## config.mk

```make
export PLATFORM = sky130hd
export DESIGN_NAME = oaht_ctrl
export DESIGN_NICKNAME = d
export VERILOG_FILES = /design/src/rtl/oaht_pkg.sv /design/src/rtl/oaht_ctrl.sv
export SDC_FILE = /design/constraint.sdc
export NUM_CORES = 1
export LEC_CHECK = 0
export BUFFER_PORTS_ARGS = -buffer_cell sky130_fd_sc_hd__buf_4
export CORE_MARGIN = 10
export CORE_UTILIZATION = 44
export CTS_BUF_LIST = sky130_fd_sc_hd__clkbuf_8
export DETAILED_ROUTE_END_ITERATION = 6
export PLACE_DENSITY = 0.82
export SETUP_SLACK_MARGIN = 0.5
export SLEW_MARGIN = 20
export SYNTH_ARGS = -nofsm -noshare
export SYNTH_HDL_FRONTEND = slang
export SYNTH_SLANG_ARGS = --single-unit
```

## constraint.sdc

```tcl
create_clock -name clock -period 1.6 [get_ports clock]
set_input_delay 0.24 -clock clock [delete_from_list [all_inputs] [get_ports clock]]
set_output_delay 0.24 -clock clock [all_outputs]
set_load 0.01 [all_outputs]
```

## src/rtl/oaht_pkg.sv

```systemverilog
`timescale 1ns / 1ps
// ----------------------------------------------------------------------------
// oaht_pkg
// Shared constants, codes and controller/datapath structs of the hash table.
// ----------------------------------------------------------------------------
package oaht_pkg;

   localparam int TABLE_DEPTH = 1024;
   localparam int IDX_W       = $clog2(TABLE_DEPTH);
   localparam int SIZE_W      = IDX_W + 1;
   localparam int KEY_WIDTH   = 32;
   localparam int DATA_WIDTH  = 32;
   localparam int PRIME_W     = 10;
   localparam int MODE_W      = 2;
   localparam int ACTION_W    = 2;
   localparam int STATUS_W    = 2;
   localparam int COLL_W      = 10;
   localparam int HEAVY_W     = 16;
   localparam int SUM_W       = 32;
   localparam int MARK_W      = 2;
   localparam int CSR_IDX_W   = 2;
   localparam int CSR_DATA_W  = 11;

   localparam int MOD_BITS    = 4;
   localparam int MOD_STEPS   = KEY_WIDTH / MOD_BITS;
   localparam int MOD_CNT_W   = $clog2(MOD_STEPS);
   localparam int MOD_REM_W   = SIZE_W;

   localparam int HEAVY_LIMIT = 10;

   localparam logic [SIZE_W-1:0]  SIZE_RESET  = SIZE_W'(1021);
   localparam logic [PRIME_W-1:0] PRIME_RESET = PRIME_W'(1019);

   localparam logic [ACTION_W-1:0] ACT_INSERT = 2'd0;
   localparam logic [ACTION_W-1:0] ACT_SEARCH = 2'd1;
   localparam logic [ACTION_W-1:0] ACT_DELETE = 2'd2;

   localparam logic [STATUS_W-1:0] STAT_DONE = 2'd0;
   localparam logic [STATUS_W-1:0] STAT_DUP  = 2'd1;
   localparam logic [STATUS_W-1:0] STAT_FULL = 2'd2;
   localparam logic [STATUS_W-1:0] STAT_MISS = 2'd3;

   localparam logic [MARK_W-1:0] MARK_FREE = 2'd0;
   localparam logic [MARK_W-1:0] MARK_USED = 2'd1;
   localparam logic [MARK_W-1:0] MARK_GONE = 2'd2;

   localparam logic [MODE_W-1:0] MODE_QUAD    = 2'd0;
   localparam logic [MODE_W-1:0] MODE_DBL_SUB = 2'd1;
   localparam logic [MODE_W-1:0] MODE_DBL_ADD = 2'd2;

   localparam logic [CSR_IDX_W-1:0] CSR_SIZE  = 2'd0;
   localparam logic [CSR_IDX_W-1:0] CSR_PRIME = 2'd1;
   localparam logic [CSR_IDX_W-1:0] CSR_MODE  = 2'd2;

   typedef enum logic [1:0] {
      MOD_SEL_BASE,
      MOD_SEL_PRIME,
      MOD_SEL_STEP
   } mod_sel_type;

   typedef struct packed {
      logic                load;
      logic                clr_step;
      logic                mod_start;
      mod_sel_type         mod_sel;
      logic                probe_init;
      logic                advance;
      logic                ins_write;
      logic                del_write;
      logic                found_load;
      logic                rsp_load;
      logic [STATUS_W-1:0] rsp_status;
   } oaht_cmd_type;

   typedef struct packed {
      logic                clr_last;
      logic                full;
      logic                mod_done;
      logic                quad;
      logic [ACTION_W-1:0] action;
      logic [MARK_W-1:0]   mark;
      logic                key_match;
      logic                probe_last;
   } oaht_stat_type;

endpackage

```

## src/rtl/oaht_ctrl.sv

```systemverilog
`timescale 1ns / 1ps
// ----------------------------------------------------------------------------
// oaht_ctrl
// Sequencer for clearing, hashing, probing and result hand-off.
// ----------------------------------------------------------------------------
module oaht_ctrl
   import oaht_pkg::*;
(
   input  logic          clock,
   input  logic          reset,
   input  logic          req_valid,
   output logic          req_ready,
   output logic          rsp_valid,
   input  logic          rsp_ready,
   input  oaht_stat_type stat,
   output oaht_cmd_type  cmd
);

   typedef enum logic [3:0] {
      S_CLEAR,
      S_IDLE,
      S_BASE_GO,
      S_BASE_WAIT,
      S_PRIME_GO,
      S_PRIME_WAIT,
      S_STEP_GO,
      S_STEP_WAIT,
      S_INIT,
      S_READ,
      S_CHECK,
      S_LOAD,
      S_SEND
   } state_type;

   state_type           state_ff;
   state_type           state_in;
   logic [STATUS_W-1:0] code_ff;
   logic [STATUS_W-1:0] code_in;
   logic                is_insert;
   logic                is_lookup;
   logic                hit;
   logic                taken;

   assign is_insert = (stat.action == ACT_INSERT);
   assign is_lookup = (stat.action == ACT_SEARCH) || (stat.action == ACT_DELETE);
   assign hit       = (stat.mark == MARK_USED) && stat.key_match;
   assign taken     = (stat.mark == MARK_USED) || (stat.mark == MARK_GONE);

   always_comb begin
      cmd      = '0;
      state_in = state_ff;
      code_in  = code_ff;
      case (state_ff)
         S_CLEAR: begin
            cmd.clr_step = 1'b1;
            if (stat.clr_last) state_in = S_IDLE;
         end
         S_IDLE: begin
            if (req_valid) begin
               cmd.load = 1'b1;
               state_in = S_BASE_GO;
            end
         end
         S_BASE_GO: begin
            if (!is_insert && !is_lookup) begin
               code_in  = STAT_DONE;
               state_in = S_LOAD;
            end else if (is_insert && stat.full) begin
               code_in  = STAT_FULL;
               state_in = S_LOAD;
            end else begin
               cmd.mod_start = 1'b1;
               cmd.mod_sel   = MOD_SEL_BASE;
               state_in      = S_BASE_WAIT;
            end
         end
         S_BASE_WAIT: begin
            cmd.mod_sel = MOD_SEL_BASE;
            if (stat.mod_done) state_in = stat.quad ? S_INIT : S_PRIME_GO;
         end
         S_PRIME_GO: begin
            cmd.mod_start = 1'b1;
            cmd.mod_sel   = MOD_SEL_PRIME;
            state_in      = S_PRIME_WAIT;
         end
         S_PRIME_WAIT: begin
            cmd.mod_sel = MOD_SEL_PRIME;
            if (stat.mod_done) state_in = S_STEP_GO;
         end
         S_STEP_GO: begin
            cmd.mod_start = 1'b1;
            cmd.mod_sel   = MOD_SEL_STEP;
            state_in      = S_STEP_WAIT;
         end
         S_STEP_WAIT: begin
            cmd.mod_sel = MOD_SEL_STEP;
            if (stat.mod_done) state_in = S_INIT;
         end
         S_INIT: begin
            cmd.probe_init = 1'b1;
            state_in       = S_READ;
         end
         S_READ: begin
            state_in = S_CHECK;
         end
         S_CHECK: begin
            if (hit) begin
               if (is_insert) begin
                  code_in = STAT_DUP;
               end else begin
                  code_in        = STAT_DONE;
                  cmd.found_load = (stat.action == ACT_SEARCH);
                  cmd.del_write  = (stat.action == ACT_DELETE);
               end
               state_in = S_LOAD;
            end else if (taken) begin
               if (stat.probe_last) begin
                  code_in  = is_insert ? STAT_FULL : STAT_MISS;
                  state_in = S_LOAD;
               end else begin
                  cmd.advance = 1'b1;
                  state_in    = S_READ;
               end
            end else begin
               if (is_insert) begin
                  cmd.ins_write = 1'b1;
                  code_in       = STAT_DONE;
               end else begin
                  code_in = STAT_MISS;
               end
               state_in = S_LOAD;
            end
         end
         S_LOAD: begin
            cmd.rsp_load   = 1'b1;
            cmd.rsp_status = code_ff;
            state_in       = S_SEND;
         end
         S_SEND: begin
            if (rsp_ready) state_in = S_IDLE;
         end
         default: begin
            state_in = S_IDLE;
         end
      endcase
   end

   always_ff @(posedge clock) begin
      if (reset) begin
         state_ff <= S_CLEAR;
         code_ff  <= STAT_DONE;
      end else begin
         state_ff <= state_in;
         code_ff  <= code_in;
      end
   end

   assign req_ready = (state_ff == S_IDLE);
   assign rsp_valid = (state_ff == S_SEND);

endmodule

```

==> flow_summary.ini, run 1 <==
[status]
status = did not finish
failed_stage = 5_1_grt
stop_error = [ERROR DPL-0033] detailed placement checks failed during check placement.

[placed_design]
placed_area_mm2 = 0.00108
place_ws_ns = -0.00907
hpwl_mm = 1.85
gp_congestion = 0.895
dpl.cell_count = 145
io_buffers = 28

[synth]
synth_cells = 94
ys.flop_type = dfxtp_1
syn_nets = 113
ys_async_sr_fraction_pct = 0
syn_avg_cell_area_um2 = 7.17
ys_seq_area_share_pct = 17.8
yosys_register_bits = 6
ys_warn_count = 0
syn-cell-area_um2 = 674
synth_edf_count = 0
yosysUniqueCellTypes = 42

[die]
die_h_um = 59.2
num_rows = 14
start_util_pct = 45.8
io_pins = 29
die_width_um = 59.2

[timing]
worst-ep-kind = sequential cell input
crit_endpoint = state_ff[2]$_SDFFE_PP0P_/D

[clock_tree]
root_buffer = clkbuf_8
htree_levels = 1
numClockSinks = 6
clock_path_buffers = 2
numCtsBuffers = 3

[global_routing]
antenna_found_initial = 0
grt_max_degree = 12
## synth_stat cells, types with 2 or more instances
master / n / area, um^2
nand2_1: 11 / 41.3
nor2_1: 8 / 30.0
a21oi_1: 7 / 35.0
and2_1: 6 / 37.5
dfxtp_1: 6 / 120
inv_1: 6 / 22.5
ha_1: 5 / 62.6
nor3_1: 4 / 20.0
o22ai_1: 4 / 25.0
a211o_1: 2 / 17.5
a21oi_2: 2 / 17.5
clkbuf_1: 2 / 7.51
inv_2: 2 / 7.51
## through the flow
stage | hold WS (ns) | TNS [ns]
after floorplan | 0.302 | 0
after global placement | 0.442 | 0
after detailed placement | 0.443 | -0.00907
after CTS | 0.222 | 0
## what timing repair did
item / in CTS
setup endpoints to repair: 21
hold buffers: 0
pin swaps: 15
setup buffers: 8
resized for setup: 34
endpoints found under the hold margin: 0
## cells by family after synthesis
group | Yosys count | synth area share (%)
xor gates and xnor gates | 1 | 1.30
adders and majority gates | 5 | 9.28
muxes | 1 | 1.67
AOI/OAI and AO/OA | 28 | 31.4
buffers and inverters | 13 | 7.98
and+or+nand+nor | 40 | 30.6
DFF | 6 | 17.8
==> run 2, diff against run 1 <==
CORE_AREA = 10 10 71 73   (was not set)
CORE_MARGIN = not set   (was 10)
CORE_UTILIZATION = not set   (was 44)
CTS_BUF_LIST = not set   (was sky130_fd_sc_hd__clkbuf_8)
DIE_AREA = 0 0 81 83   (was not set)
PLACE_DENSITY = not set   (was 0.82)
PLACE_DENSITY_LB_ADDON = 0.15   (was not set)
SETUP_SLACK_MARGIN = not set   (was 0.5)
clock period = 2.1 ns   (was 1.6 ns; I/O delays follow)
==> flow_summary.ini, run 2 <==
[layout]
mostFrequentLayoutCell = buf_4
syn_to_final_growth_pct = 46.6
antenna_cells = 0
largestRegisters = state_ff: 4 flops, code_ff: 2 flops
layout.nets = 145
fin_util_pct = 27.2
drive_above_1_share_pct = 35.5
top_register = state_ff
layout_common_cells = buf_4, nand2_1, nor2_1
largest_register_ffs = 4

[power]
clockPowerShare_pct = 17.3
switching_share_pct = 43.5
p_leak_nw = 0.418
seqPwrFrac_pct = 20.1
power.internal_uw = 538
combPwrFrac_pct = 62.7
p_total_uw = 952
ir_worst_vdd_uv = 299
powerDensity_mw_per_mm2 = 963
p_sw_uw = 414

[routing]
vias = 763
drt_wl_total_mm = 2.21
dr.pass1.iters = 4
antenna_left = 0
wl_per_cell_um = 12.9
drt_iter0_drc = 89
viasPerCell = 4.44
drc = 0

[synth]
ys_async_sr_fraction_pct = 0
synth_area_leaders = dfxtp_1, ha_1, nand2_1
ys_warn_count = 0
synth_edf_count = 0
yosys_register_bits = 6
synth.most_common_cell = nand2_1
syn_nets = 113
yosysUniqueCellTypes = 42
synth_cells = 94
ys.flop_type = dfxtp_1
ys_top_cells_by_count = nand2_1, nor2_1, a21oi_1
syn_avg_cell_area_um2 = 7.17
ys_seq_area_share_pct = 17.8
synthDominantCellAreaShare_pct = 17.8
syn-cell-area_um2 = 674
synth_top_cell_by_area = dfxtp_1

[die]
die_width_um = 81
die_area_mm2 = 0.00672
io_pins = 29
die_h_um = 83
num_rows = 22
coreArea_mm2 = 0.00363
start_util_pct = 18.6

[critical_path]
crit_chain = inv_1 > ha_1 > nand2_1 > nor4b_1 > buf_4
cpLargestDelayFamily = simple AND/OR/NAND/NOR gates
reg2reg_depth = 6
critPathSlowestCell = ha_1
worstPathMaxFanout = 8
r2r_slack_ns = 0.25
worstReg2RegEnd = code_ff[0]$_SDFFE_PP0P_
critPathKind = reg -> out
worstSetupStartpointType = register
cp.arrival_ns = 1.67
worstPathRequired_ns = 1.78
crit_path_end_kind = output pin
r2r_start = state_ff[2]$_SDFFE_PP0P_
max_stage_delay_ns = 0.34
cp.buffers_inverters = 2

[global_routing]
grt_pass1_wl_mm = 3.51
grt_overflow_total = 0
antenna_found_initial = 0
grt_max_degree = 12
gr-usage-all-layers_pct = 6.44
grt_pass1_vias = 749

[clock_tree]
numCtsBuffers = 3
htree_levels = 1
cts_tree = done
postCtsSetupBuffers = 0
numClockSinks = 6
cts.repair.resized = 0
clk_latency_ns = 0.22
clock_path_buffers = 2
clk_pin_slew_ns = 0.03
cts_hold_repair.buffers = 0
root_buffer = clkbuf_8

[timing]
finalCritPeriodShare_pct = 94.6
setup_violations = 0
fin_tns_setup_ns = 0
timing.final.ws_setup_ns = 0.112
final_max_slew_viol_count = 0
rsz0062_at_grt = no
slew_headroom_pct = 72.0
tightest_slew_ns = 0.420
final-hold-violation-count = 0
whs_ns = 0.303
fin_skew_ns = 0.00149
period_needed_ns = 1.99
max_freq_mhz = 503

[min_path]
hp-start = reset
hp-class = in -> reg
min_to = code_ff[0]$_SDFFE_PP0P_
hold_depth = 2

[placed_design]
place_ws_ns = 0.256
gp_congestion = 0.729
hpwl_mm = 1.83
io_buffers = 28

[status]
status = finished clean

[job]
drv_cap = 0
## run 2: cell counts after synthesis
Identical to the previous run, type by type.
## run 2: per-stage QoR
step	cell area (um^2)	std cells
floorplan	674	94
global placement	947	169
detailed placement	947	169
CTS	988	172
global route	988	172
finish	988	172
## run 2: cell families (layout without fill, tap and decap cells)
logic type | Yosys count | after routing | share of synthesized area [%]
AND/OR/NAND/NOR | 40 | 40 | 30.6
AO/OA/AOI/OAI | 28 | 28 | 31.4
buffers and inverters | 13 | 43 | 7.98
flip-flops | 6 | 6 | 17.8
adder cells (fa/ha/maj) | 5 | 5 | 9.28
XOR/XNOR | 1 | 1 | 1.30
multiplexers | 1 | 1 | 1.67
## run 2: area by class of cell
| class | count | area [um^2] |
|---|---|---|
| Multi-Input combinational cell | 75 | 500 |
| Inverter | 9 | 33.8 |
| Sequential cell | 6 | 120 |
| Clock buffer | 3 | 41.3 |
| Fill cell | 430 | 2650 |
| Timing Repair Buffer | 31 | 233 |
| Tap cell | 48 | 60.1 |
## run 2: per-layer routing
metal / wire length, um / global-route usage [%] / up-vias
met3: 107 / 1.83 / 2
met2: 1120 / 10.4 / 11
li1: - / - / 397
met4: 14 / 2.82 / 0
met1: 967 / 7.53 / 353
met5: 0 / 0 / -
## run 2: worst reg2reg max path: cells and delay by family (launching register included)
| kind | cells | cell delay, ns |
|---|---|---|
| DFF | 1 | 0.36 |
| buffers and inverters | 1 | 0.08 |
| AOI/OAI and AO/OA | 2 | 0.46 |
| and+or+nand+nor | 2 | 0.57 |
| adders and majority gates | 1 | 0.31 |
## run 2: worst max path at each step
stage                              from                  endpoint  cells past startpoint
3_3_place_gp                    stat[2]   code_ff[0]$_SDFFE_PP0P_                      7
2_1_floorplan  state_ff[2]$_SDFFE_PP0P_  state_ff[2]$_SDFFE_PP0P_                      8
6_report       state_ff[2]$_SDFFE_PP0P_                    cmd[4]                      5
3_5_place_dp                    stat[2]   code_ff[0]$_SDFFE_PP0P_                      7
5_1_grt        state_ff[2]$_SDFFE_PP0P_                    cmd[4]                      5
4_1_cts        state_ff[2]$_SDFFE_PP0P_                    cmd[4]                      5
## run 2: power groups by stage
stage          registers (mW)  clock network, mW  logic, mW
3_5_place_dp            0.191                  0      0.600
6_report                0.191              0.164      0.596
5_1_grt                 0.198              0.179      0.673
4_1_cts                 0.190              0.171      0.602
3_3_place_gp            0.194                  0      0.600
2_1_floorplan           0.157                  0      0.418
Note: power is estimated with default switching activity, not from simulation.
==> run 3, diff against run 2 <==
PLACE_DENSITY = 0.4   (was not set)
PLACE_DENSITY_LB_ADDON = not set   (was 0.15)
TNS_END_PERCENT = 1   (was not set)
==> flow_summary.ini, run 3 (synthesis gave the netlist of run 2 again) <==
[status]
status = finished clean

[critical_path]
cp.arrival_ns = 1.59
worstPathMaxFanout = 10
worstSetupStartpointType = register
worstPathRequired_ns = 1.78
critPathKind = reg -> out
crit_path_end_kind = output pin
r2r_start = state_ff[2]$_SDFFE_PP0P_
crit_start = state_ff[2]$_SDFFE_PP0P_

[die]
coreArea_mm2 = 0.00363
die_area_mm2 = 0.00672
io_pins = 29
die_width_um = 81
num_rows = 22
start_util_pct = 18.6
die_h_um = 83

[routing]
wl_per_cell_um = 12.2
drt_iter0_drc = 92
drt_wl_total_mm = 2.09
antenna_left = 0
vias = 746
drc = 0
dr.pass1.iters = 4
viasPerCell = 4.36

[global_routing]
grt_pass1_vias = 742
antenna_found_initial = 0
grt_overflow_total = 0
grt_pass1_wl_mm = 3.49
grt_max_degree = 11
gr-usage-all-layers_pct = 6.14

[timing]
fin_tns_setup_ns = 0
setup_violations = 0
finalCritPeriodShare_pct = 90.6
final-hold-violation-count = 0
rsz0062_at_grt = no
timing.final.ws_setup_ns = 0.198
tightest_slew_ns = 0.343
period_needed_ns = 1.90
fin_skew_ns = 0.00169
final_max_slew_viol_count = 0
max_freq_mhz = 526
slew_headroom_pct = 77.1

[clock_tree]
clk_pin_slew_ns = 0.04
cts_tree = done
htree_levels = 1
numCtsBuffers = 3
clk_latency_ns = 0.21
clock_path_buffers = 2
postCtsSetupBuffers = 0
numClockSinks = 6
root_buffer = clkbuf_8
cts_hold_repair.buffers = 0

[layout]
largest_register_ffs = 4
largestRegisters = state_ff: 4 flops, code_ff: 2 flops
fill_cells = 417
antenna_cells = 0
seqCellArea_um2 = 120
layout.nets = 144
syn_to_final_growth_pct = 45.8
top_register = state_ff
multi_input_area_um2 = 503
instances_no_fill = 171
mostFrequentLayoutCell = buf_4
fin_util_pct = 27.1
layout_common_cells = buf_4, nand2_1, nor2_1
drive_above_1_share_pct = 35.8

[power]
seqPwrFrac_pct = 19.4
power.internal_uw = 530
ir_worst_vdd_uv = 300
clockPowerShare_pct = 17.7
p_sw_uw = 401
combPwrFrac_pct = 62.9
powerDensity_mw_per_mm2 = 947
p_total_uw = 931
p_leak_nw = 0.412
switching_share_pct = 43.1

[placed_design]
place_ws_ns = 0.251
io_buffers = 28
gp_congestion = 0.737
dpl.cell_count = 168
hpwl_mm = 1.74

[job]
drv_cap = 0

[min_path]
hp-start = reset
hp-class = in -> reg
## run 3: layout make-up
cell class | count | share of cell area (%)
well taps | 48 | 6.11
flip-flops and latches | 6 | 12.2
multi-input cells | 75 | 51.1
clock buffers | 3 | 4.20
inverters | 9 | 3.44
repair buffers | 30 | 22.9
## run 3: per-stage QoR
stage | cell area, um^2 | hold WS [ns]
floorplan | 674 | 0.377
global placement | 940 | 0.443
detailed placement | 940 | 0.453
CTS | 981 | 0.309
global route | 983 | 0.312
finish | 983 | 0.308
## run 3: what timing repair did
action	4_1_cts	5_1_grt
resized for setup	0	1
setup endpoints to repair	0	1
endpoints found under the hold margin	0	0
## run 3: power groups by stage
stage               Sequential [mW]  Combinational [mW]  Clock, mW
finish                        0.181               0.586      0.165
global route                  0.188               0.660      0.179
CTS                           0.181               0.582      0.170
detailed placement            0.183               0.579          0
global placement              0.186               0.592          0
floorplan                     0.157               0.418          0
## run 3: layer usage
metal  vias to the layer above  track usage (%)  wire length, um
met4                         0             1.41                0
met2                        19             8.65              923
met3                         0             2.26              130
met5                         -                0                0
met1                       333             8.51             1040
li1                        394                -                -
## run 3: worst paths after layout
check	end	cells past startpoint	slack (ns)
hold reg to reg	code_ff[1]$_SDFFE_PP0P_	2	0.45
setup reg to reg	state_ff[2]$_SDFFE_PP0P_	7	0.21
hold / removal	code_ff[0]$_SDFFE_PP0P_	2	0.31
setup / recovery	cmd[12]	6	0.20
## run 3: worst max-delay path: stages (launching register included)
cell     delay [ns]
dfxtp_1        0.33
inv_1          0.10
ha_1           0.37
nand2_1        0.17
nor2_1         0.15
and2_1         0.14
buf_4          0.11
==> run 4, diff against run 3 <==
SETUP_SLACK_MARGIN = 0.5   (was not set)
==> flow_summary.ini, run 4 (synthesis gave the netlist of run 2 again) <==
[die]
die_width_um = 81
die_area_mm2 = 0.00672
start_util_pct = 18.6
num_rows = 22
io_pins = 29
coreArea_mm2 = 0.00363
die_h_um = 83

[power]
p_leak_nw = 0.482
p_total_mw = 1.15
powerDensity_mw_per_mm2 = 955
ir_worst_vdd_uv = 246

[timing]
fin_skew_ns = 0.000352
fin_tns_setup_ns = 0
period_needed_ns = 1.60
finalCritPeriodShare_pct = 76.1
slew_headroom_pct = 81.4
tightest_slew_ns = 0.279
rsz0062_at_grt = yes
timing.final.ws_setup_ns = 0.502
final_max_slew_viol_count = 0
setup_violations = 0
max_freq_mhz = 626
final-hold-violation-count = 0

[clock_tree]
cts_tree = done
htree_levels = 1
root_buffer = clkbuf_8
clk_pin_slew_ns = 0.04
numCtsBuffers = 3
numClockSinks = 6
cts_hold_repair.buffers = 0
clock_path_buffers = 2
clk_latency_ns = 0.22

[routing]
antenna_left = 0
dr.pass1.iters = 4
vias = 808
viasPerCell = 4.49
wl_per_cell_um = 13.1
drt_iter0_drc = 39
drt_wl_total_mm = 2.36
drc = 0

[layout]
drive_above_1_share_pct = 54.5
fill_cells = 395
largest_register_ffs = 4
largestRegisters = state_ff: 4 flops, code_ff: 2 flops
antenna_cells = 0
top_register = state_ff
mostFrequentLayoutCell = buf_4
syn_to_final_growth_pct = 78.5
layout.nets = 153
layout_common_cells = buf_4, nand2_1, nor2_1

[critical_path]
worstPathRequired_ns = 1.78
worstPathMaxFanout = 7
r2r_slack_ns = 0.52
critPathKind = reg -> out
crit_path_end_kind = output pin
cp.arrival_ns = 1.28
worstSetupStartpointType = register

[min_path]
hp-class = in -> reg

[placed_design]
io_buffers = 28
hpwl_mm = 1.79
place_ws_ns = 0.328
gp_congestion = 0.759

[global_routing]
grt_max_degree = 16
gr-usage-all-layers_pct = 6.37
grt_pass1_wl_mm = 3.59
grt_pass1_vias = 753
grt_overflow_total = 0
antenna_found_initial = 0

[status]
status = finished clean

[job]
drv_cap = 0
==> run 4: cell count changes in the layout (fill, tap and decap cells not counted), moves of 3 or more <==
cell	previous run	this run
ha_4	0	4
buf_4	30	37
dfxtp_1	6	2
ha_1	4	1
nand2_1	11	8
dfxtp_4	0	3
==> run 4: where the power goes <==
group          total [mW]  internal (mW)  switching [mW]
Clock               0.168          0.123          0.0456
Sequential          0.193          0.154          0.0389
Combinational       0.788          0.382           0.406
==> run 4: routing by layer <==
metal | vias to the layer above | track usage, % | share of wire, %
met5 | - | 0 | 0
met4 | 0 | 1.41 | 0
met3 | 0 | 1.51 | 2.5
met2 | 11 | 11.8 | 57
met1 | 384 | 6.92 | 41
li1 | 413 | - | -
==> run 4: timing repair <==
| action | in CTS | in global routing |
|---|---|---|
| buffers inserted | 5 | 4 |
| endpoints found under the setup margin | 15 | 12 |
| pin swaps | 5 | 5 |
| resized for setup | 23 | 13 |
==> run 4: final cells by class <==
cell class	count	area, um^2	share of cell area (%)
multi-input cells	75	631	52.4
repair buffers	39	300	24.9
flip-flops and latches	6	133	11.0
well taps	48	60.1	4.99
clock buffers	3	41.3	3.43
inverters	9	38.8	3.22
==> run 4: worst max-delay path, stage by stage (launching register included) <==
cell and delay [ns]:
dfxtp_4 0.35, and2b_4 0.29, nand2_8 0.08, nor4b_4 0.20, buf_4 0.15
==> run 4: worst paths after layout <==
path | start | endpoint | depth (start not counted)
worst max register to register | state_ff[2]$_SDFFE_PP0P_ | state_ff[2]$_SDFFE_PP0P_ | 7
worst max-delay path | state_ff[0]$_SDFFE_PP0P_ | cmd[4] | 4
worst min register to register | code_ff[1]$_SDFFE_PP0P_ | code_ff[1]$_SDFFE_PP0P_ | 2
worst min-delay path | reset | state_ff[2]$_SDFFE_PP0P_ | 2
==> run 4: stage by stage <==
step	util [%]	instances	area, um^2	hold WS, ns
6_report	33.1	180	1200	0.303
5_1_grt	33.1	180	1200	0.312
4_1_cts	30.4	176	1110	0.308
3_5_place_dp	26.0	168	943	0.455
3_3_place_gp	26.0	168	943	0.443
2_1_floorplan	-	94	684	0.377
